`src/design/qlra_pkg.sv`:
```
// Package for the quality ladder rate adapter.
// Holds the rung table, rung geometry helpers and shared constants; no dependencies.
`default_nettype none
package qlra_pkg;

  localparam int RUNG_NUM = 6;
  localparam logic [15:0] MIN_W = 16'd160;
  localparam logic [15:0] MIN_H = 16'd64;
  localparam logic [7:0] FPS_DEFAULT = 8'd60;
  localparam logic [15:0] PCT_DIVISOR = 16'd100;

  // Configuration register indexes.
  localparam logic [2:0] REG_MAX_W    = 3'd0;
  localparam logic [2:0] REG_MAX_H    = 3'd1;
  localparam logic [2:0] REG_MAX_FPS  = 3'd2;
  localparam logic [2:0] REG_BPP_NUM  = 3'd3;
  localparam logic [2:0] REG_BPP_DEN  = 3'd4;
  localparam logic [2:0] REG_HEADROOM = 3'd5;
  localparam logic [2:0] REG_DWELL    = 3'd6;
  localparam logic [2:0] REG_DWELL_RS = 3'd7;

  typedef struct packed {
    logic [15:0] w;
    logic [15:0] h;
    logic [7:0]  fps;
    logic [6:0]  pct;
  } step_t;

  // Table scale percent and frame rate of each rung.
  function automatic logic [6:0] rung_pct(input logic [2:0] idx);
    logic [6:0] p;
    case (idx)
      3'd0, 3'd1, 3'd2: p = 7'd100;
      3'd3:             p = 7'd75;
      default:          p = 7'd50;
    endcase
    return p;
  endfunction

  function automatic logic [7:0] rung_fps(input logic [2:0] idx);
    logic [7:0] f;
    case (idx)
      3'd0:    f = 8'd60;
      3'd1:    f = 8'd30;
      3'd5:    f = 8'd12;
      default: f = 8'd20;
    endcase
    return f;
  endfunction

  // Scale by 100, 75 or 50 percent and round down to even.
  function automatic logic [15:0] scale_even(input logic [15:0] v, input logic [6:0] pct);
    logic [17:0] v3;
    logic [15:0] r;
    v3 = {2'b00, v} * 18'd3;
    case (pct)
      7'd75:   r = v3[17:2];
      7'd50:   r = {1'b0, v[15:1]};
      default: r = v;
    endcase
    return {r[15:1], 1'b0};
  endfunction

  function automatic step_t step_at(input logic [2:0] idx, input logic [15:0] max_w,
                                    input logic [15:0] max_h, input logic [7:0] max_fps);
    step_t s;
    logic [2:0] i;
    logic [7:0] cap;
    logic [7:0] f;
    i = (idx >= 3'(RUNG_NUM)) ? 3'(RUNG_NUM - 1) : idx;
    cap = (max_fps == 8'd0) ? FPS_DEFAULT : max_fps;
    f = rung_fps(i);
    s.pct = rung_pct(i);
    s.w = scale_even(max_w, s.pct);
    s.h = scale_even(max_h, s.pct);
    s.fps = (f < cap) ? f : cap;
    return s;
  endfunction

endpackage
`default_nettype wire

```
`src/design/qlra_mul.sv`:
```
// Shared registered multiplier of the rate adapter.
// Depends on nothing; product appears in the cycle after the operands.
`default_nettype none
module qlra_mul (
  input  wire logic        clk,
  input  wire logic [39:0] a,
  input  wire logic [15:0] b,
  output logic      [55:0] prod
);

  // One product per cycle, registered before any further use.
  always_ff @(posedge clk) begin
    prod <= {16'd0, a} * {40'd0, b};
  end

endmodule
`default_nettype wire

```
`src/design/qlra_div.sv`:
```
// Iterative restoring divider, one quotient bit per cycle.
// Depends on nothing; done pulses at the end of each division.
`default_nettype none
module qlra_div (
  input  wire logic        clk,
  input  wire logic        rst,
  input  wire logic        start,
  input  wire logic [55:0] dividend,
  input  wire logic [15:0] divisor,
  output logic      [55:0] quo,
  output logic             done
);

  logic        busy;
  logic [5:0]  cnt;
  logic [15:0] rem;
  logic [15:0] dsr;
  logic [16:0] trial;
  logic        ge;

  assign trial = {rem, quo[55]};
  assign ge = trial >= {1'b0, dsr};

  // Control: run for one cycle per dividend bit.
  always_ff @(posedge clk) begin
    if (rst) begin
      busy <= 1'b0;
      done <= 1'b0;
      cnt  <= '0;
    end else begin
      done <= 1'b0;
      if (start) begin
        busy <= 1'b1;
        cnt  <= 6'd55;
      end else if (busy) begin
        cnt <= cnt - 6'd1;
        if (cnt == 6'd0) begin
          busy <= 1'b0;
          done <= 1'b1;
        end
      end
    end
  end

  // Datapath: shift in one dividend bit, subtract when it fits.
  always_ff @(posedge clk) begin
    if (start) begin
      quo <= dividend;
      rem <= '0;
      dsr <= divisor;
    end else if (busy) begin
      rem <= ge ? 16'(trial - {1'b0, dsr}) : trial[15:0];
      quo <= {quo[54:0], ge};
    end
  end

endmodule
`default_nettype wire

```
`src/design/quality_ladder_rate_adapter_unit.sv`:
```
// Quality ladder rate adapter: picks a video rung from a bitrate update.
// Depends on qlra_pkg, qlra_mul and qlra_div.
//
// Usage: an item (bitrate_bps, now_us) enters on in_valid while in_stall is
// low. Each item yields exactly one result (changed, rung_index and the
// rung's frame_width, frame_height, frame_rate, scale_pct) on out_valid,
// held until out_stall is low. Configuration registers are written through
// cfg_write, cfg_index and cfg_data while the block is idle.
// Sequence: each candidate rung's need costs 3 multiplies, a divider start
// and a wait on the shared divider. The search visits one to six rungs.
// Then comes the decision, and a step-up check adds one more need plus a
// multiply by the headroom and a compare. The result is loaded last. One
// item is worked on at a time; in_stall is high from acceptance until the
// result is loaded.
// Reset clears the rung state and loads the register defaults. When the
// receiver stalls, the finished result is held, the next item is taken and
// worked on, and its result waits until the held one has been accepted.
`default_nettype none
module quality_ladder_rate_adapter_unit
  import qlra_pkg::*;
(
  input  wire logic        clk,
  input  wire logic        rst,
  input  wire logic        in_valid,
  output logic             in_stall,
  input  wire logic [31:0] bitrate_bps,
  input  wire logic [63:0] now_us,
  output logic             out_valid,
  input  wire logic        out_stall,
  output logic             changed,
  output logic      [2:0]  rung_index,
  output logic      [15:0] frame_width,
  output logic      [15:0] frame_height,
  output logic      [7:0]  frame_rate,
  output logic      [6:0]  scale_pct,
  input  wire logic        cfg_write,
  input  wire logic [2:0]  cfg_index,
  input  wire logic [31:0] cfg_data
);

  localparam logic [3:0] S_IDLE  = 4'd0;
  localparam logic [3:0] S_M1    = 4'd1;
  localparam logic [3:0] S_M2    = 4'd2;
  localparam logic [3:0] S_M3    = 4'd3;
  localparam logic [3:0] S_DIV   = 4'd4;
  localparam logic [3:0] S_DWAIT = 4'd5;
  localparam logic [3:0] S_DEC   = 4'd6;
  localparam logic [3:0] S_M4    = 4'd7;
  localparam logic [3:0] S_HCHK  = 4'd8;
  localparam logic [3:0] S_HOLD  = 4'd9;
  localparam logic [3:0] S_FIN   = 4'd10;

  // Configuration registers.
  logic [15:0] max_width, max_height, bpp_num, bpp_den;
  logic [7:0]  max_fps, headroom_pct;
  logic [31:0] dwell_us, dwell_resize_us;

  always_ff @(posedge clk) begin
    if (rst) begin
      max_width       <= 16'd1920;
      max_height      <= 16'd1080;
      max_fps         <= 8'd60;
      bpp_num         <= 16'd1;
      bpp_den         <= 16'd10;
      headroom_pct    <= 8'd120;
      dwell_us        <= 32'd2000000;
      dwell_resize_us <= 32'd5000000;
    end else if (cfg_write) begin
      unique case (cfg_index)
        REG_MAX_W:    max_width       <= cfg_data[15:0];
        REG_MAX_H:    max_height      <= cfg_data[15:0];
        REG_MAX_FPS:  max_fps         <= cfg_data[7:0];
        REG_BPP_NUM:  bpp_num         <= cfg_data[15:0];
        REG_BPP_DEN:  bpp_den         <= cfg_data[15:0];
        REG_HEADROOM: headroom_pct    <= cfg_data[7:0];
        REG_DWELL:    dwell_us        <= cfg_data;
        REG_DWELL_RS: dwell_resize_us <= cfg_data;
        default: ;
      endcase
    end
  end

  // Usable rung count: skip duplicates, stop below the minimum size.
  logic [2:0] count_now;
  always_comb begin
    step_t prev;
    step_t s;
    logic  stop;
    prev = step_at(3'd0, max_width, max_height, max_fps);
    count_now = 3'd1;
    stop = 1'b0;
    for (int i = 1; i < RUNG_NUM; i++) begin
      s = step_at(3'(i), max_width, max_height, max_fps);
      if (!stop && s != prev) begin
        if (s.w < MIN_W || s.h < MIN_H) begin
          stop = 1'b1;
        end else begin
          prev = s;
          count_now = count_now + 3'd1;
        end
      end
    end
  end

  // Sequencer and rung state.
  logic [3:0]  state;
  logic [2:0]  idx, cnt, want, cur;
  logic        hr_phase;
  logic        chg;
  logic [31:0] bps;
  logic [63:0] now;
  logic [63:0] last_change, up_since;

  step_t       st_idx, st_cur, st_next;
  logic [39:0] mul_a;
  logic [15:0] mul_b;
  logic [55:0] prod, quo;
  logic        div_start, div_done;
  logic [15:0] div_dsr;
  logic [31:0] need;
  logic [63:0] dwell;
  logic [39:0] bps_x100;
  logic        below_need;

  assign st_idx  = step_at(idx, max_width, max_height, max_fps);
  assign st_cur  = step_at(cur, max_width, max_height, max_fps);
  assign st_next = step_at(3'(cur - 3'd1), max_width, max_height, max_fps);
  assign need    = quo[31:0];
  assign dwell   = (st_next.w != st_cur.w || st_next.h != st_cur.h) ?
                   {32'd0, dwell_resize_us} : {32'd0, dwell_us};

  // The bitrate is below need * headroom / 100 (rounded down) exactly when
  // 100 * (bitrate + 1) does not exceed need * headroom.
  assign bps_x100   = 40'(PCT_DIVISOR) * ({8'd0, bps} + 40'd1);
  assign below_need = {16'd0, bps_x100} <= prod;

  // Operand selection for the shared multiplier.
  always_comb begin
    case (state)
      S_M1:    begin mul_a = {24'd0, st_idx.w}; mul_b = st_idx.h;         end
      S_M2:    begin mul_a = prod[39:0];        mul_b = {8'd0, st_idx.fps}; end
      S_M3:    begin mul_a = prod[39:0];        mul_b = bpp_num;          end
      default: begin mul_a = {8'd0, need};      mul_b = {8'd0, headroom_pct}; end
    endcase
  end

  assign div_start = (state == S_DIV);
  assign div_dsr   = (bpp_den == 16'd0) ? 16'd1 : bpp_den;

  qlra_mul u_mul (
    .clk (clk),
    .a   (mul_a),
    .b   (mul_b),
    .prod(prod)
  );

  qlra_div u_div (
    .clk     (clk),
    .rst     (rst),
    .start   (div_start),
    .dividend(prod),
    .divisor (div_dsr),
    .quo     (quo),
    .done    (div_done)
  );

  assign in_stall = (state != S_IDLE);

  // Control flow: search for the best rung, then decide and maybe step up.
  always_ff @(posedge clk) begin
    if (rst) begin
      state       <= S_IDLE;
      cur         <= '0;
      last_change <= '0;
      up_since    <= '0;
      out_valid   <= 1'b0;
      hr_phase    <= 1'b0;
    end else begin
      // A result that has been taken is dropped unless a new one is loaded.
      if (out_valid && !out_stall && state != S_FIN) begin
        out_valid <= 1'b0;
      end
      unique case (state)
        S_IDLE: begin
          if (in_valid) begin
            bps      <= bitrate_bps;
            now      <= now_us;
            idx      <= '0;
            cnt      <= count_now;
            hr_phase <= 1'b0;
            chg      <= 1'b0;
            state    <= S_M1;
          end
        end
        S_M1:  state <= S_M2;
        S_M2:  state <= S_M3;
        S_M3:  state <= S_DIV;
        S_DIV: state <= S_DWAIT;
        S_DWAIT: begin
          if (div_done) begin
            if (hr_phase) begin
              state <= S_M4;
            end else if (bps >= need) begin
              want  <= idx;
              state <= S_DEC;
            end else if (idx == cnt - 3'd1) begin
              want  <= idx;
              state <= S_DEC;
            end else begin
              idx   <= idx + 3'd1;
              state <= S_M1;
            end
          end
        end
        S_DEC: begin
          if (want > cur) begin
            cur         <= want;
            last_change <= now;
            up_since    <= '0;
            chg         <= 1'b1;
            state       <= S_FIN;
          end else if (cur == 3'd0) begin
            up_since <= '0;
            state    <= S_FIN;
          end else begin
            idx      <= cur - 3'd1;
            hr_phase <= 1'b1;
            state    <= S_M1;
          end
        end
        S_M4:  state <= S_HCHK;
        // Hold check against the next better rung's need times the headroom.
        S_HCHK: begin
          hr_phase <= 1'b0;
          state    <= S_FIN;
          if (below_need) begin
            up_since <= '0;
          end else if (up_since == 64'd0) begin
            up_since <= now;
          end else if ((now - up_since) >= dwell && (now - last_change) >= dwell) begin
            cur         <= cur - 3'd1;
            last_change <= now;
            up_since    <= '0;
            chg         <= 1'b1;
          end
        end
        S_HOLD: ;
        S_FIN: begin
          if (!out_valid || !out_stall) begin
            out_valid    <= 1'b1;
            changed      <= chg;
            rung_index   <= cur;
            frame_width  <= st_cur.w;
            frame_height <= st_cur.h;
            frame_rate   <= st_cur.fps;
            scale_pct    <= st_cur.pct;
            state        <= S_IDLE;
          end
        end
        default: state <= S_IDLE;
      endcase
    end
  end

`ifndef SYNTHESIS
  a_rung_range: assert property (@(posedge clk) disable iff (rst)
    cur < 3'(RUNG_NUM))
    else $error("current rung out of range");
  a_out_rung: assert property (@(posedge clk) disable iff (rst)
    out_valid |-> rung_index < 3'(RUNG_NUM))
    else $error("result rung out of range");
  a_div_issue: assert property (@(posedge clk) disable iff (rst)
    div_start |=> state == S_DWAIT)
    else $error("divider started outside the wait sequence");
`endif

endmodule
`default_nettype wire

```
`config.mk`:
```
export PLATFORM = sky130hd
export DESIGN_NAME = quality_ladder_rate_adapter_unit
export DESIGN_NICKNAME = d
export VERILOG_FILES = /design/src/design/qlra_pkg.sv /design/src/design/qlra_mul.sv /design/src/design/qlra_div.sv /design/src/design/quality_ladder_rate_adapter_unit.sv
export SDC_FILE = /design/constraint.sdc
export NUM_CORES = 2
export LEC_CHECK = 0
export BUFFER_PORTS_ARGS = -buffer_cell sky130_fd_sc_hd__buf_4
export CAP_MARGIN = 20
export CORE_MARGIN = 8
export CORE_UTILIZATION = 40
export CTS_BUF_LIST = sky130_fd_sc_hd__clkbuf_16
export CTS_CLUSTER_SIZE = 24
export DETAILED_ROUTE_END_ITERATION = 16
export PLACE_DENSITY = 0.63
export SLEW_MARGIN = 20
export SYNTH_ARGS = -nofsm -noshare
export SYNTH_HDL_FRONTEND = slang
export SYNTH_SLANG_ARGS = --single-unit
```
`constraint.sdc`:
```
create_clock -name clk -period 15.39 [get_ports clk]
set_clock_uncertainty 0.2 [all_clocks]
set_input_delay 3.078 -clock clk [delete_from_list [all_inputs] [get_ports clk]]
set_output_delay 3.078 -clock clk [all_outputs]
set_load 0.005 [all_outputs]
```
==> impl_metrics.ini <==
[critical_path]
start_kind = register
critPathRequiredTime_ps = 15770
cp_max_fo = 26
end_kind = register
cp_common_cell = sky130_fd_sc_hd__fa_1
timing_worst_setup_path_type = register to register
worstPathArrival_ps = 12490
highest_cell_delay_on_the_worst_timing_path_ps = 750
timing.critical_path.slowest_stage_cell = sky130_fd_sc_hd__nor3b_1

[timing]
timing.final.hold_violations = 0
max_freq_mhz = 82.6
final-setup-viol-count = 0
max_slew_violation_count = 0
setup_total_negative_slack_ps = 0
post-route-period-util_pct = 78.7
post_route_worst_hold_slack_ps = 254
setup_repair_after_global_routing_missed_its_margin = no
max_slew.worst_pin.slew_ps = 1160
slew-limit-headroom_pct = 22.2
min_period_ps = 12110

[place]
detailedPlacementHpwl_um = 160000
numPortBuffers = 186
gp_congestion = 0.960

[global_routing]
number_of_global_route_vias_before_repair = 52900
grt_pass1_wl_um = 316000
grt_antenna_before_repair = 13
grt_util_all_layers_pct = 23.7
grt_start_max_net_pins = 105
grt_overflow_total = 0

[detailed_routing]
drt-total-wl_um = 203000
routedWlPerCell_um = 21.2
met1_length_um = 87700
residual_drc_count = 0
highest_layer = met5
firstDrtPassIters = 5
drt-vias-per-instance = 5.57
dr.first_iter.drc_count = 4689
route.vias.total = 53500
wl_met2_um = 91700
wl_met3_um = 14600
antenna_left = 0

[die]
die_area_mm2 = 0.169
num_io_pins = 189
start_util_pct = 40.1
floorplan.core_area_mm2 = 0.156
cell_row_count = 145
die_width_um = 411
chipHeight_um = 411

[clocking]
post_cts.resized_instances = 0
cts.clk_slew.worst_paths_ps = 60
cts_root_buf = sky130_fd_sc_hd__clkbuf_16
cts.htree.levels = 3
total_cts_buffers = 74
tritoncts = yes
cts.sink_count = 587
postCtsSetupRepairBufs = 0
insertion_delay_ps = 710
postCtsHoldBufs = 0
max-clock-path-buffers = 3

[final_layout]
finalNetCount = 8748
layout-drive-gt1-share_pct = 6.76
flow.area_growth_from_synthesis_pct = 9.53

[yosys]
post_synth_main_area_contributors = sky130_fd_sc_hd__fa_1 18%, sky130_fd_sc_hd__dfxtp_1 12%, sky130_fd_sc_hd__ha_1 11%
netlist_area_mm2 = 0.0625
synth-warning-count = 0
syn-mean-instance-area_um2 = 8.37
netlist_instances = 7468
synth_ff_type = sky130_fd_sc_hd__dfxtp_1
synth_largest_area_cell = sky130_fd_sc_hd__fa_1
yosysMostFrequentCell = sky130_fd_sc_hd__nand2_1
synth-edff-count = 226
ys_ff_latch = 587
synth_largest_type_area_fraction_pct = 18.0
synth_cell_types = 95
netlist_top_cells_count = 1123 x sky130_fd_sc_hd__nand2_1, 991 x sky130_fd_sc_hd__inv_1, 573 x sky130_fd_sc_hd__ha_1
share_of_async_settable_or_async_resettable_flops_after_synthesis_pct = 0
seq_area_frac_synth_pct = 22.4

[power_and_ir_drop]
vdd_drop_max_uv = 634
total_leakage_power_nw = 29.6
power.density_cell_area_mw_per_mm2 = 250

[run]
maxcap_viol_count = 0

[min_path]
hold_path_class = register to register

[outcome]
outcome = complete, no violations
where the power goes:
part	internal, W	total [W]	switching (W)	leakage [nW]
sequential	0.00193	0.00214	0.000201	5.00
combinational	0.00513	0.0132	0.00808	23.4
clock	0.000992	0.00177	0.000782	1.24
total	0.00805	0.0171	0.00907	29.6
cell usage in the layout (no fill, tap or decap), types with 13 or more instances in the layout:
master | netlist | layout
sky130_fd_sc_hd__a211oi_1 | 49 | 49
sky130_fd_sc_hd__clkinv_1 | 1 | 13
sky130_fd_sc_hd__nand2b_1 | 187 | 187
sky130_fd_sc_hd__o31ai_1 | 22 | 22
sky130_fd_sc_hd__and4_1 | 18 | 18
sky130_fd_sc_hd__o21a_1 | 60 | 60
sky130_fd_sc_hd__nor2_1 | 512 | 506
sky130_fd_sc_hd__and2_1 | 71 | 71
sky130_fd_sc_hd__xor2_1 | 101 | 101
sky130_fd_sc_hd__or2_2 | 14 | 14
sky130_fd_sc_hd__o31ai_2 | 58 | 58
sky130_fd_sc_hd__o22ai_1 | 16 | 16
sky130_fd_sc_hd__or3_1 | 23 | 23
sky130_fd_sc_hd__fa_1 | 561 | 561
sky130_fd_sc_hd__nor3_1 | 116 | 104
sky130_fd_sc_hd__o21ai_1 | 29 | 24
sky130_fd_sc_hd__a31oi_1 | 52 | 52
sky130_fd_sc_hd__buf_4 | 6 | 256
sky130_fd_sc_hd__o21bai_1 | 36 | 36
sky130_fd_sc_hd__mux2i_1 | 140 | 139
sky130_fd_sc_hd__a21o_1 | 176 | 176
sky130_fd_sc_hd__nand3b_1 | 31 | 31
sky130_fd_sc_hd__or4_1 | 14 | 14
sky130_fd_sc_hd__dfxtp_1 | 361 | 360
sky130_fd_sc_hd__clkbuf_16 | 0 | 75
sky130_fd_sc_hd__inv_1 | 991 | 1004
sky130_fd_sc_hd__o211ai_1 | 42 | 42
sky130_fd_sc_hd__and3_1 | 41 | 41
sky130_fd_sc_hd__edfxtp_1 | 226 | 226
sky130_fd_sc_hd__a211o_1 | 19 | 19
sky130_fd_sc_hd__nand2_1 | 1123 | 1122
sky130_fd_sc_hd__a21boi_0 | 26 | 26
sky130_fd_sc_hd__nand3_1 | 97 | 96
sky130_fd_sc_hd__nor2b_1 | 55 | 55
sky130_fd_sc_hd__nand4_1 | 88 | 88
sky130_fd_sc_hd__a21oi_1 | 501 | 500
sky130_fd_sc_hd__ha_1 | 573 | 573
sky130_fd_sc_hd__nor4_1 | 64 | 64
sky130_fd_sc_hd__xnor2_1 | 159 | 158
sky130_fd_sc_hd__o21ai_0 | 313 | 307
critical path, delay by kind of cell, from the launching register on:
| family | cells | cell delay [ps] |
|---|---|---|
| buffers and inverters | 5 | 650 |
| AND/OR/NAND/NOR | 9 | 2800 |
| flip-flops | 1 | 360 |
| AO/OA/AOI/OAI | 15 | 4440 |
| adder cells (fa/ha/maj) | 8 | 3510 |
cell type report:
class	instances	area, um^2
clock inverter	63	574
timing repair buffer	258	1960
clock buffer	75	1880
multi-input combinational	5565	43700
sequential	587	14000
fill	15400	87200
tap	2058	2570
inverter	992	3720
antenna	3	7.51
kinds of logic (layout without fill, tap and decap cells):
kind of cell / after synthesis / in the layout / synth area share (%)
xor+xnor: 260 / 260 / 3.64
buf+inv: 1319 / 1388 / 8.06
fa+ha+maj: 1134 / 1134 / 29.4
other cells: 1 / 7 / 0.00600
simple gates: 2489 / 2489 / 18.3
mux: 147 / 147 / 2.37
compound gates: 1531 / 1531 / 15.8
flops: 587 / 587 / 22.4
worst paths after layout:
kind	slack, ps	cells past startpoint	startpoint	end
setup reg to reg	3280	37	max_fps[0]	u_mul.prod[53]
setup / recovery	3280	37	max_fps[0]	u_mul.prod[53]
hold reg to reg	250	2	dwell_resize_us[25]	dwell_resize_us[25]
hold / removal	250	2	dwell_resize_us[25]	dwell_resize_us[25]
metal layers:
| layer | vias up | track usage, % |
|---|---|---|
| met5 | - | 0 |
| met1 | 26100 | 32.0 |
| met2 | 2015 | 38.2 |
| met4 | 16 | 9.14 |
| li1 | 25000 | - |
| met3 | 383 | 3.61 |
through the flow:
stage	instance area [um^2]	power [W]	std cells	setup WS (ps)	utilization (%)
finish	68400	0.0171	9601	3280	44.0
global placement	65900	0.0150	9459	3540	42.4
CTS	68400	0.0171	9597	3380	43.9
detailed placement	65900	0.0152	9459	3490	42.4
floorplan	62500	0.0118	7471	3700	-
global route	68400	0.0190	9598	2400	44.0
state kept, by name, summed over array words and instances, names as in the netlist, 8 cells and up:
name	cells
frame_width	15
u_mul.prod	56
now	64
frame_rate	8
u_div.quo	56
u_div.dsr	16
bpp_den	16
frame_height	15
dwell_us	32
bpp_num	16
last_change	64
bps	32
up_since	64
headroom_pct	8
max_height	16
u_div.rem	16
dwell_resize_us	32
max_fps	8
max_width	16
Power figures use the tool's default switching activity.
